==> src/design/bsm_pkg.sv <==
// shared types, opcodes, status codes and defaults for the byte stack machine core
package bsm_pkg;

    // default sizes of the stack
    localparam int STACK_DEPTH_DEF = 64;
    localparam int WORD_WIDTH_DEF  = 8;

    // fixed field widths
    localparam int ACTION_W  = 4;
    localparam int OPERAND_W = 8;
    localparam int STATUS_W  = 3;
    localparam int IP_W      = 8;
    localparam int PLEN_W    = 9;
    localparam int DEPTH_W   = 7;
    localparam int CHAR_W    = 8;

    localparam logic [PLEN_W-1:0] PLEN_RESET = 9'd256;

    // opcodes
    localparam logic [ACTION_W-1:0] OP_PUSH  = 4'd0;
    localparam logic [ACTION_W-1:0] OP_ADD   = 4'd1;
    localparam logic [ACTION_W-1:0] OP_SUB   = 4'd2;
    localparam logic [ACTION_W-1:0] OP_GT    = 4'd3;
    localparam logic [ACTION_W-1:0] OP_LT    = 4'd4;
    localparam logic [ACTION_W-1:0] OP_JMP   = 4'd5;
    localparam logic [ACTION_W-1:0] OP_JNZ   = 4'd6;
    localparam logic [ACTION_W-1:0] OP_JZ    = 4'd7;
    localparam logic [ACTION_W-1:0] OP_DUP   = 4'd8;
    localparam logic [ACTION_W-1:0] OP_POP   = 4'd9;
    localparam logic [ACTION_W-1:0] OP_HALT  = 4'd10;
    localparam logic [ACTION_W-1:0] OP_WRITE = 4'd11;
    localparam logic [ACTION_W-1:0] OP_SWAP  = 4'd12;

    // status codes
    localparam logic [STATUS_W-1:0] ST_OK         = 3'd0;
    localparam logic [STATUS_W-1:0] ST_OVERFLOW   = 3'd1;
    localparam logic [STATUS_W-1:0] ST_UNDERFLOW  = 3'd2;
    localparam logic [STATUS_W-1:0] ST_BAD_JUMP   = 3'd3;
    localparam logic [STATUS_W-1:0] ST_BAD_OPERAND = 3'd4;
    localparam logic [STATUS_W-1:0] ST_BAD_OPCODE = 3'd5;
    localparam logic [STATUS_W-1:0] ST_HALTED     = 3'd6;

    // control outcome of one executed instruction
    typedef struct packed {
        logic [STATUS_W-1:0] status;
        logic                wr_en;
        logic                char_valid;
        logic                halted;
    } bsm_ctrl_t;

endpackage

==> src/design/bsm_ram.sv <==
// generic RAM with one write port and two registered read ports
module bsm_ram #(
    parameter int WIDTH = 8,
    parameter int DEPTH = 64
) (
    input  logic                     clk,
    input  logic                     we,
    input  logic [$clog2(DEPTH)-1:0] waddr,
    input  logic [WIDTH-1:0]         wdata,
    input  logic [$clog2(DEPTH)-1:0] raddr_a,
    output logic [WIDTH-1:0]         rdata_a,
    input  logic [$clog2(DEPTH)-1:0] raddr_b,
    output logic [WIDTH-1:0]         rdata_b
);

    logic [WIDTH-1:0] mem [DEPTH];

    // write port and read-before-write registered reads
    always_ff @(posedge clk)
    begin
        if (we)
        begin
            mem[waddr] <= wdata;
        end
        rdata_a <= mem[raddr_a];
        rdata_b <= mem[raddr_b];
    end

endmodule

==> src/design/bsm_exec.sv <==
// execute unit: next stack, pointer and flag values for one instruction
module bsm_exec #(
    parameter int STACK_DEPTH = bsm_pkg::STACK_DEPTH_DEF,
    parameter int WORD_WIDTH  = bsm_pkg::WORD_WIDTH_DEF,
    localparam int SPW  = $clog2(STACK_DEPTH + 1),
    localparam int AW   = $clog2(STACK_DEPTH),
    localparam int CMPW = (SPW > bsm_pkg::OPERAND_W) ? SPW : bsm_pkg::OPERAND_W
) (
    input  logic [bsm_pkg::ACTION_W-1:0]  action,
    input  logic [bsm_pkg::OPERAND_W-1:0] operand,
    input  logic [SPW-1:0]                sp,
    input  logic [bsm_pkg::IP_W-1:0]      ip,
    input  logic                          halted,
    input  logic [bsm_pkg::PLEN_W-1:0]    program_length,
    input  logic [WORD_WIDTH-1:0]         top,
    input  logic [WORD_WIDTH-1:0]         second,
    input  logic [WORD_WIDTH-1:0]         deep,
    input  logic [AW-1:0]                 deep_addr,
    output bsm_pkg::bsm_ctrl_t            ctrl,
    output logic [SPW-1:0]                sp_next,
    output logic [bsm_pkg::IP_W-1:0]      ip_next,
    output logic [WORD_WIDTH-1:0]         top_next,
    output logic [AW-1:0]                 wr_addr,
    output logic [bsm_pkg::CHAR_W-1:0]    char_out
);

    logic            jumped;
    logic            jump_bad;
    logic            arg_ge_sp;
    logic            sp_full;
    logic            sp_lt1;
    logic            sp_lt2;
    logic            top_nz;
    logic            take;
    logic [AW-1:0]   push_addr;

    // shared compares
    assign jump_bad  = {1'b0, operand} >= program_length;
    assign arg_ge_sp = CMPW'(operand) >= CMPW'(sp);
    assign sp_full   = sp >= SPW'(STACK_DEPTH);
    assign sp_lt1    = sp == '0;
    assign sp_lt2    = sp < SPW'(2);
    assign top_nz    = top != '0;
    assign take      = (action == bsm_pkg::OP_JNZ) == top_nz;
    assign push_addr = AW'(sp - SPW'(1));

    // instruction decode and execute
    always_comb
    begin
        ctrl            = '0;
        ctrl.status     = bsm_pkg::ST_OK;
        ctrl.halted     = halted;
        sp_next         = sp;
        top_next        = top;
        wr_addr         = push_addr;
        char_out        = '0;
        jumped          = 1'b0;
        if (halted)
        begin
            ctrl.status = bsm_pkg::ST_HALTED;
        end
        else
        begin
            case (action)
                bsm_pkg::OP_PUSH:
                begin
                    if (sp_full)
                    begin
                        ctrl.status = bsm_pkg::ST_OVERFLOW;
                    end
                    else
                    begin
                        // old top spills into the RAM below the new top
                        ctrl.wr_en = !sp_lt1;
                        top_next   = WORD_WIDTH'(operand);
                        sp_next    = sp + SPW'(1);
                    end
                end
                bsm_pkg::OP_ADD, bsm_pkg::OP_SUB, bsm_pkg::OP_GT, bsm_pkg::OP_LT:
                begin
                    if (sp_lt2)
                    begin
                        ctrl.status = bsm_pkg::ST_UNDERFLOW;
                    end
                    else
                    begin
                        case (action)
                            bsm_pkg::OP_ADD: top_next = second + top;
                            bsm_pkg::OP_SUB: top_next = second - top;
                            bsm_pkg::OP_GT:  top_next = WORD_WIDTH'(second > top);
                            default:         top_next = WORD_WIDTH'(second < top);
                        endcase
                        sp_next = sp - SPW'(1);
                    end
                end
                bsm_pkg::OP_JMP:
                begin
                    if (jump_bad)
                    begin
                        ctrl.status = bsm_pkg::ST_BAD_JUMP;
                    end
                    else
                    begin
                        jumped = 1'b1;
                    end
                end
                bsm_pkg::OP_JNZ, bsm_pkg::OP_JZ:
                begin
                    if (jump_bad)
                    begin
                        ctrl.status = bsm_pkg::ST_BAD_JUMP;
                    end
                    else if (sp_lt1)
                    begin
                        ctrl.status = bsm_pkg::ST_UNDERFLOW;
                    end
                    else
                    begin
                        jumped = take;
                    end
                end
                bsm_pkg::OP_DUP:
                begin
                    if (arg_ge_sp)
                    begin
                        ctrl.status = bsm_pkg::ST_BAD_OPERAND;
                    end
                    else if (sp_full)
                    begin
                        ctrl.status = bsm_pkg::ST_OVERFLOW;
                    end
                    else
                    begin
                        // copy of the top itself, or of a deeper RAM entry
                        ctrl.wr_en = 1'b1;
                        top_next   = (operand == '0) ? top : deep;
                        sp_next    = sp + SPW'(1);
                    end
                end
                bsm_pkg::OP_POP:
                begin
                    if (sp_lt1)
                    begin
                        ctrl.status = bsm_pkg::ST_UNDERFLOW;
                    end
                    else
                    begin
                        top_next = second;
                        sp_next  = sp - SPW'(1);
                    end
                end
                bsm_pkg::OP_HALT:
                begin
                    ctrl.halted = 1'b1;
                end
                bsm_pkg::OP_WRITE:
                begin
                    if (sp_lt1)
                    begin
                        ctrl.status = bsm_pkg::ST_UNDERFLOW;
                    end
                    else
                    begin
                        ctrl.char_valid = 1'b1;
                        char_out        = top[bsm_pkg::CHAR_W-1:0];
                    end
                end
                bsm_pkg::OP_SWAP:
                begin
                    if (sp_lt1 || arg_ge_sp)
                    begin
                        ctrl.status = bsm_pkg::ST_BAD_OPERAND;
                    end
                    else if (operand != '0)
                    begin
                        // deep entry comes up, old top goes down in its place
                        ctrl.wr_en = 1'b1;
                        wr_addr    = deep_addr;
                        top_next   = deep;
                    end
                end
                default:
                begin
                    ctrl.status = bsm_pkg::ST_BAD_OPCODE;
                end
            endcase
        end
    end

    // instruction pointer: hold on error, load on taken jump, else advance
    always_comb
    begin
        if (ctrl.status != bsm_pkg::ST_OK)
        begin
            ip_next = ip;
        end
        else if (jumped)
        begin
            ip_next = operand;
        end
        else
        begin
            ip_next = ip + bsm_pkg::IP_W'(1);
        end
    end

endmodule

==> src/design/byte_stack_machine_execute_core.sv <==
// top level of the byte stack machine execute core
// One instruction is taken per clock whenever start is high (busy stays low),
// and its result appears on the result ports for one cycle, marked by
// result_valid; the receiver cannot stall it. The instruction passes the
// instruction register and the registered reads of the stack RAM, then the
// execute logic and the result register. The top of stack lives in a register
// and the entries below it in a RAM with two read ports and one write port.
// program_length is written through the cfg port; the user must write it only
// while no instruction is in flight, as the core does not enforce it.
module byte_stack_machine_execute_core #(
    parameter int STACK_DEPTH = bsm_pkg::STACK_DEPTH_DEF,
    parameter int WORD_WIDTH  = bsm_pkg::WORD_WIDTH_DEF
) (
    input  logic                          clk,
    input  logic                          rst_n,
    input  logic                          start,
    output logic                          busy,
    input  logic [bsm_pkg::ACTION_W-1:0]  action,
    input  logic [bsm_pkg::OPERAND_W-1:0] operand,
    input  logic                          cfg_valid,
    output logic                          cfg_ready,
    input  logic [bsm_pkg::PLEN_W-1:0]    cfg_data,
    output logic                          result_valid,
    output logic [bsm_pkg::STATUS_W-1:0]  status,
    output logic [bsm_pkg::IP_W-1:0]      next_ip,
    output logic                          is_halted,
    output logic                          char_valid,
    output logic [bsm_pkg::CHAR_W-1:0]    char_out,
    output logic [bsm_pkg::DEPTH_W-1:0]   stack_depth
);

    localparam int SPW  = $clog2(STACK_DEPTH + 1);
    localparam int AW   = $clog2(STACK_DEPTH);
    localparam int CMPW = (SPW > bsm_pkg::OPERAND_W) ? SPW : bsm_pkg::OPERAND_W;

    // architectural state
    logic [SPW-1:0]                sp_reg;
    logic [bsm_pkg::IP_W-1:0]      ip_reg;
    logic                          halted_reg;
    logic [bsm_pkg::PLEN_W-1:0]    plen_reg;
    logic [WORD_WIDTH-1:0]         top_reg;

    // instruction register
    logic                          exe_valid_reg;
    logic [bsm_pkg::ACTION_W-1:0]  action_reg;
    logic [bsm_pkg::OPERAND_W-1:0] operand_reg;
    logic [AW-1:0]                 raddr_a_reg;
    logic [AW-1:0]                 raddr_b_reg;

    // write bypass
    logic                          byp_valid_reg;
    logic [AW-1:0]                 byp_addr_reg;
    logic [WORD_WIDTH-1:0]         byp_data_reg;

    // result register
    logic                          result_valid_reg;
    logic [bsm_pkg::STATUS_W-1:0]  status_reg;
    logic [bsm_pkg::IP_W-1:0]      next_ip_reg;
    logic                          is_halted_reg;
    logic                          char_valid_reg;
    logic [bsm_pkg::CHAR_W-1:0]    char_out_reg;
    logic [bsm_pkg::DEPTH_W-1:0]   stack_depth_reg;

    logic                          accept;
    logic [SPW-1:0]                sp_src;
    logic [AW-1:0]                 raddr_a;
    logic [AW-1:0]                 raddr_b;
    logic [WORD_WIDTH-1:0]         rdata_a;
    logic [WORD_WIDTH-1:0]         rdata_b;
    logic [WORD_WIDTH-1:0]         second;
    logic [WORD_WIDTH-1:0]         deep;
    logic                          mem_we;

    bsm_pkg::bsm_ctrl_t            ctrl;
    logic [SPW-1:0]                sp_next;
    logic [bsm_pkg::IP_W-1:0]      ip_next;
    logic [WORD_WIDTH-1:0]         top_next;
    logic [AW-1:0]                 wr_addr;
    logic [bsm_pkg::CHAR_W-1:0]    char_next;

    // handshakes: one instruction per cycle, config always taken
    assign busy      = 1'b0;
    assign cfg_ready = 1'b1;
    assign accept    = start && !busy;

    // read addresses use the stack pointer left by the instruction in execute
    assign sp_src  = exe_valid_reg ? sp_next : sp_reg;
    assign raddr_a = AW'(sp_src - SPW'(2));
    assign raddr_b = AW'(CMPW'(sp_src) - CMPW'(1) - CMPW'(operand));

    // forward the write made in the same cycle as the read
    assign second = (byp_valid_reg && byp_addr_reg == raddr_a_reg) ? byp_data_reg : rdata_a;
    assign deep   = (byp_valid_reg && byp_addr_reg == raddr_b_reg) ? byp_data_reg : rdata_b;

    assign mem_we = exe_valid_reg && ctrl.wr_en;

    bsm_ram #(
        .WIDTH (WORD_WIDTH),
        .DEPTH (STACK_DEPTH)
    ) u_stack_ram (
        .clk     (clk),
        .we      (mem_we),
        .waddr   (wr_addr),
        .wdata   (top_reg),
        .raddr_a (raddr_a),
        .rdata_a (rdata_a),
        .raddr_b (raddr_b),
        .rdata_b (rdata_b)
    );

    bsm_exec #(
        .STACK_DEPTH (STACK_DEPTH),
        .WORD_WIDTH  (WORD_WIDTH)
    ) u_exec (
        .action         (action_reg),
        .operand        (operand_reg),
        .sp             (sp_reg),
        .ip             (ip_reg),
        .halted         (halted_reg),
        .program_length (plen_reg),
        .top            (top_reg),
        .second         (second),
        .deep           (deep),
        .deep_addr      (raddr_b_reg),
        .ctrl           (ctrl),
        .sp_next        (sp_next),
        .ip_next        (ip_next),
        .top_next       (top_next),
        .wr_addr        (wr_addr),
        .char_out       (char_next)
    );

    // control state
    always_ff @(posedge clk or negedge rst_n)
    begin
        if (!rst_n)
        begin
            exe_valid_reg    <= 1'b0;
            result_valid_reg <= 1'b0;
            byp_valid_reg    <= 1'b0;
            sp_reg           <= '0;
            ip_reg           <= '0;
            halted_reg       <= 1'b0;
            plen_reg         <= bsm_pkg::PLEN_RESET;
        end
        else
        begin
            exe_valid_reg    <= accept;
            result_valid_reg <= exe_valid_reg;
            if (cfg_valid && cfg_ready)
            begin
                plen_reg <= cfg_data;
            end
            if (exe_valid_reg)
            begin
                sp_reg     <= sp_next;
                ip_reg     <= ip_next;
                halted_reg <= ctrl.halted;
            end
            if (mem_we)
            begin
                byp_valid_reg <= 1'b1;
            end
        end
    end

    // payload registers
    always_ff @(posedge clk)
    begin
        if (accept)
        begin
            action_reg  <= action;
            operand_reg <= operand;
            raddr_a_reg <= raddr_a;
            raddr_b_reg <= raddr_b;
        end
        if (mem_we)
        begin
            byp_addr_reg <= wr_addr;
            byp_data_reg <= top_reg;
        end
        if (exe_valid_reg)
        begin
            top_reg         <= top_next;
            status_reg      <= ctrl.status;
            next_ip_reg     <= ip_next;
            is_halted_reg   <= ctrl.halted;
            char_valid_reg  <= ctrl.char_valid;
            char_out_reg    <= char_next;
            stack_depth_reg <= bsm_pkg::DEPTH_W'(sp_next);
        end
    end

    // result ports
    assign result_valid = result_valid_reg;
    assign status       = status_reg;
    assign next_ip      = next_ip_reg;
    assign is_halted    = is_halted_reg;
    assign char_valid   = char_valid_reg;
    assign char_out     = char_out_reg;
    assign stack_depth  = stack_depth_reg;

    // stack pointer never passes the stack size
    a_sp_range: assert property (@(posedge clk) disable iff (!rst_n)
        sp_reg <= SPW'(STACK_DEPTH))
        else $error("stack pointer beyond stack size");

    // every accepted instruction gives a result on result_valid
    a_result_latency: assert property (@(posedge clk) disable iff (!rst_n)
        accept |-> ##2 result_valid)
        else $error("result missing two cycles after start");

    // a halted machine stays halted
    a_halt_sticky: assert property (@(posedge clk) disable iff (!rst_n)
        halted_reg |=> halted_reg)
        else $error("halted flag cleared");

    // an error leaves the pointers unchanged
    a_error_holds: assert property (@(posedge clk) disable iff (!rst_n)
        (exe_valid_reg && ctrl.status != bsm_pkg::ST_OK) |=> ($stable(sp_reg) && $stable(ip_reg)))
        else $error("state changed on error");

    // the stack RAM is written only by a successful instruction
    a_write_ok: assert property (@(posedge clk) disable iff (!rst_n)
        mem_we |-> ctrl.status == bsm_pkg::ST_OK)
        else $error("stack write on error");

endmodule

==> config.mk <==
export PLATFORM = sky130hd
export DESIGN_NAME = byte_stack_machine_execute_core
export DESIGN_NICKNAME = d
export VERILOG_FILES = /design/src/design/bsm_pkg.sv /design/src/design/bsm_ram.sv /design/src/design/bsm_exec.sv /design/src/design/byte_stack_machine_execute_core.sv
export SDC_FILE = /design/constraint.sdc
export NUM_CORES = 1
export LEC_CHECK = 0
export ABC_AREA = 1
export BUFFER_PORTS_ARGS = -buffer_cell sky130_fd_sc_hd__buf_2
export CAP_MARGIN = 30
export CORE_UTILIZATION = 40
export DETAILED_ROUTE_END_ITERATION = 6
export RECOVER_POWER = 50
export SLEW_MARGIN = 20
export SYNTH_ARGS = -nofsm -noshare
export SYNTH_HDL_FRONTEND = slang
export SYNTH_HIERARCHICAL = 1
export SYNTH_SLANG_ARGS = --single-unit
==> constraint.sdc <==
create_clock -name clk -period 8.09 [get_ports clk]
set_input_delay 1.2135 -clock clk [delete_from_list [all_inputs] [get_ports clk]]
set_output_delay 1.2135 -clock clk [all_outputs]
set_load 0.005 [all_outputs]
==> qor.yml <==
worstSetupEndpointType: "flip-flop"
initial_core_util_pct: 40.44
clk_latency_ns: 0.64
drt_wl_total_mm: 110.1
arrival_ns: 7.10
slew_violations: 671
r2r_slack_ns: 1.52
drtAntennaViolNets: 0
cts_setup_buffers: 0
cts_max_path_buffers: 3
path_max_fanout: 59
finalSetupTns_ns: 0
cp-endpoint: "u_stack_ram/rdata_b[1]$_DFF_P_"
yosys_warnings: 6
yosysSeqAreaShare_pct: 55.01
grt_max_degree: 138
synth_fp_nets: 3949
syn_area_um2: 33850
port_buffers: 53
clk_pin_slew_ns: 0.06
finalHoldViolations: 0
antenna_found_initial: 0
netlist_instances: 3881
p_leak_nw: 14.75
n_fill_cell: 8132
final_common_cell: "nand2_1"
ys_ff_latch: 630
vias: 28370
final-setup-viol-count: 0
cts_hold_buf: 0
timing.fmax_ghz: 0.1521
crit_start: "exe_valid_reg$_DFF_PN0_"
die_y_um: 292.9
layout_worst_path_cycle_share_pct: 81.25
hp-class: "flip-flop to flip-flop"
nNetsFinal: 3902
io_pins: 56
final_core_util_pct: 44.15
skew_ns: 0.02270
grt_overflow: 0
cap_violations: 11
multi_input_comb_area_um2: 13230
reg2reg_to: "u_stack_ram/rdata_b[1]$_DFF_P_"
synth_edf_count: 586
synth_area_per_cell_um2: 8.721
violations: "capacitance limit, slew limit"
rr_startpoint: "exe_valid_reg$_DFF_PN0_"
relSlewSlack_pct: -173.4
p_per_area_nw_per_um2: 424.6
synthArstFlopShare_pct: 4.444
setup_ws_ns: 1.517
cts_tree: "yes"
cp.required_ns: 8.62
grt_pass1_vias: 26380
die-area_um2: 85780
post-route-min-period_ns: 6.573
ff_latch_area_um2: 18620
vdd_drop_max_uv: 350.9
largest_register_ffs: 512
diodes: 0
rsz0062_at_grt: "false"
crit_path_start_kind: "flip-flop"
coreArea_um2: 83690
final_layout_size_suffix_gt1_share_pct: 7.068
drt-wirelength-per-cell_um: 21.92
synthDistinctLibCells: 55
place.gp.congestion: 0.9290
grt.total_usage_pct: 25.45
crit_chain: "clkbuf_1 > nand2_1 > o21ai_4 > inv_1 > fa_4 > inv_4 > buf_4 > nand3_1 > nand3_1 > nand2_1 > nand2_1 > nand3_1 > nand3_1 > nand2_1"
syn_to_final_growth_pct: 9.153
finalPower_w: 0.01569
worst_path_max_delay_cell: "clkbuf_1"
via_per_inst: 5.647
drc: 0
clockRootBuffer: "clkbuf_16"
die_width_um: 292.9
synth_ff_type: "edfxtp_1"
cts_buffers: 72
num_rows: 106
crit_type: "flip-flop to flip-flop"
post_cts_resized: 0
grt_pass1_wl_mm: 166.0
slowest_delay_ns: 2.31
h-tree-depth: 3
final_cell_mix: "1561 x nand2_1, 920 x nand3_1, 586 x edfxtp_1, 118 x nor2_1, 117 x inv_1"
cts.sinks: 630
pre_cts_slack_ns: 2.237
r2r_cells: 14
worst_pin_slew_ns: 4.101
firstDrtPassIters: 6
hpwl_mm: 65.30
status: "finished with violations"
drtIter0Drc: 3587
## layout make-up
class / instances / area share (%)
flip-flops and latches: 630 / 50.40
clock inverters: 40 / 1.158
inverters: 139 / 1.480
repair buffers: 116 / 2.117
multi-input cells: 2875 / 35.82
well taps: 1134 / 3.841
clock buffers: 91 / 5.185
## synth_stat cells, types with 6 or more instances
library cell	count	share of area, %
a21oi_1	37	0.55
buf_1	17	0.19
buf_2	123	1.8
buf_4	19	0.42
buf_6	53	1.8
clkbuf_1	20	0.22
dfrtp_1	27	2.0
dfxtp_1	16	0.95
edfxtp_1	586	52
ha_1	40	1.5
inv_1	120	1.3
inv_2	16	0.18
mux2_1	10	0.33
mux2_2	10	0.33
nand2_1	1561	17
nand2_2	9	0.17
nand3_1	920	14
nand4_1	37	0.68
nor2_1	117	1.3
nor2_4	9	0.30
nor4_1	8	0.15
o211ai_1	9	0.20
o21ai_0	28	0.41
o21ai_1	6	0.089
o22ai_1	6	0.11
xor2_1	19	0.49
## routing by layer
layer	track usage (%)	wire length, um	part of all wire (%)
met1	35.89	45970	42
met2	38.60	48610	44
met4	10.14	4176	3.8
met3	4.644	11390	10
met5	0	0	0
## report_power, final
group | total [W] | leakage (nW) | internal (W) | switching [W]
Combinational | 0.00835 | 7.79 | 0.00213 | 0.00622
Clock | 0.00330 | 1.15 | 0.00194 | 0.00136
Sequential | 0.00404 | 5.81 | 0.00391 | 0.000132
Total | 0.0157 | 14.7 | 0.00798 | 0.00771
## logic make-up after synthesis
logic type	share of synthesized area, %
buf+inv	6.185
simple gates	34.14
fa+ha+maj	1.656
flops	55.01
mux	0.6654
compound gates	1.723
xor+xnor	0.5952
other cells	0.02219
## critical path: cells and delay by family, from the launching register on
| family | cells | cell delay [ns] |
|---|---|---|
| AOI/OAI and AO/OA | 1 | 0.19 |
| buffers and inverters | 4 | 3.62 |
| adders and majority gates | 1 | 0.94 |
| and+or+nand+nor | 8 | 1.29 |
| DFF | 1 | 0.37 |
## how the worst min path moves through the flow
stage / start / end / cells past startpoint
4_1_cts: plen_reg[7]$_DFFE_PN0P_ / plen_reg[7]$_DFFE_PN0P_ / 1
3_5_place_dp: plen_reg[2]$_DFFE_PN0P_ / plen_reg[2]$_DFFE_PN0P_ / 1
5_1_grt: plen_reg[5]$_DFFE_PN0P_ / plen_reg[5]$_DFFE_PN0P_ / 1
3_3_place_gp: byp_valid_reg$_DFFE_PN0P_ / byp_valid_reg$_DFFE_PN0P_ / 1
6_report: plen_reg[7]$_DFFE_PN0P_ / plen_reg[7]$_DFFE_PN0P_ / 1
2_1_floorplan: byp_valid_reg$_DFFE_PN0P_ / byp_valid_reg$_DFFE_PN0P_ / 1
## through the flow
| step | std cells | hold WS, ns | area, um2 |
|---|---|---|---|
| floorplan | 3881 | 0.4636 | 33850 |
| global placement | 4880 | 0.4867 | 34510 |
| finish | 5025 | 0.5091 | 36940 |
| detailed placement | 4888 | 0.4970 | 34590 |
| CTS | 5019 | 0.5123 | 36930 |
| global route | 5025 | 0.5349 | 36940 |
Note: power is estimated with default switching activity, not from simulation.
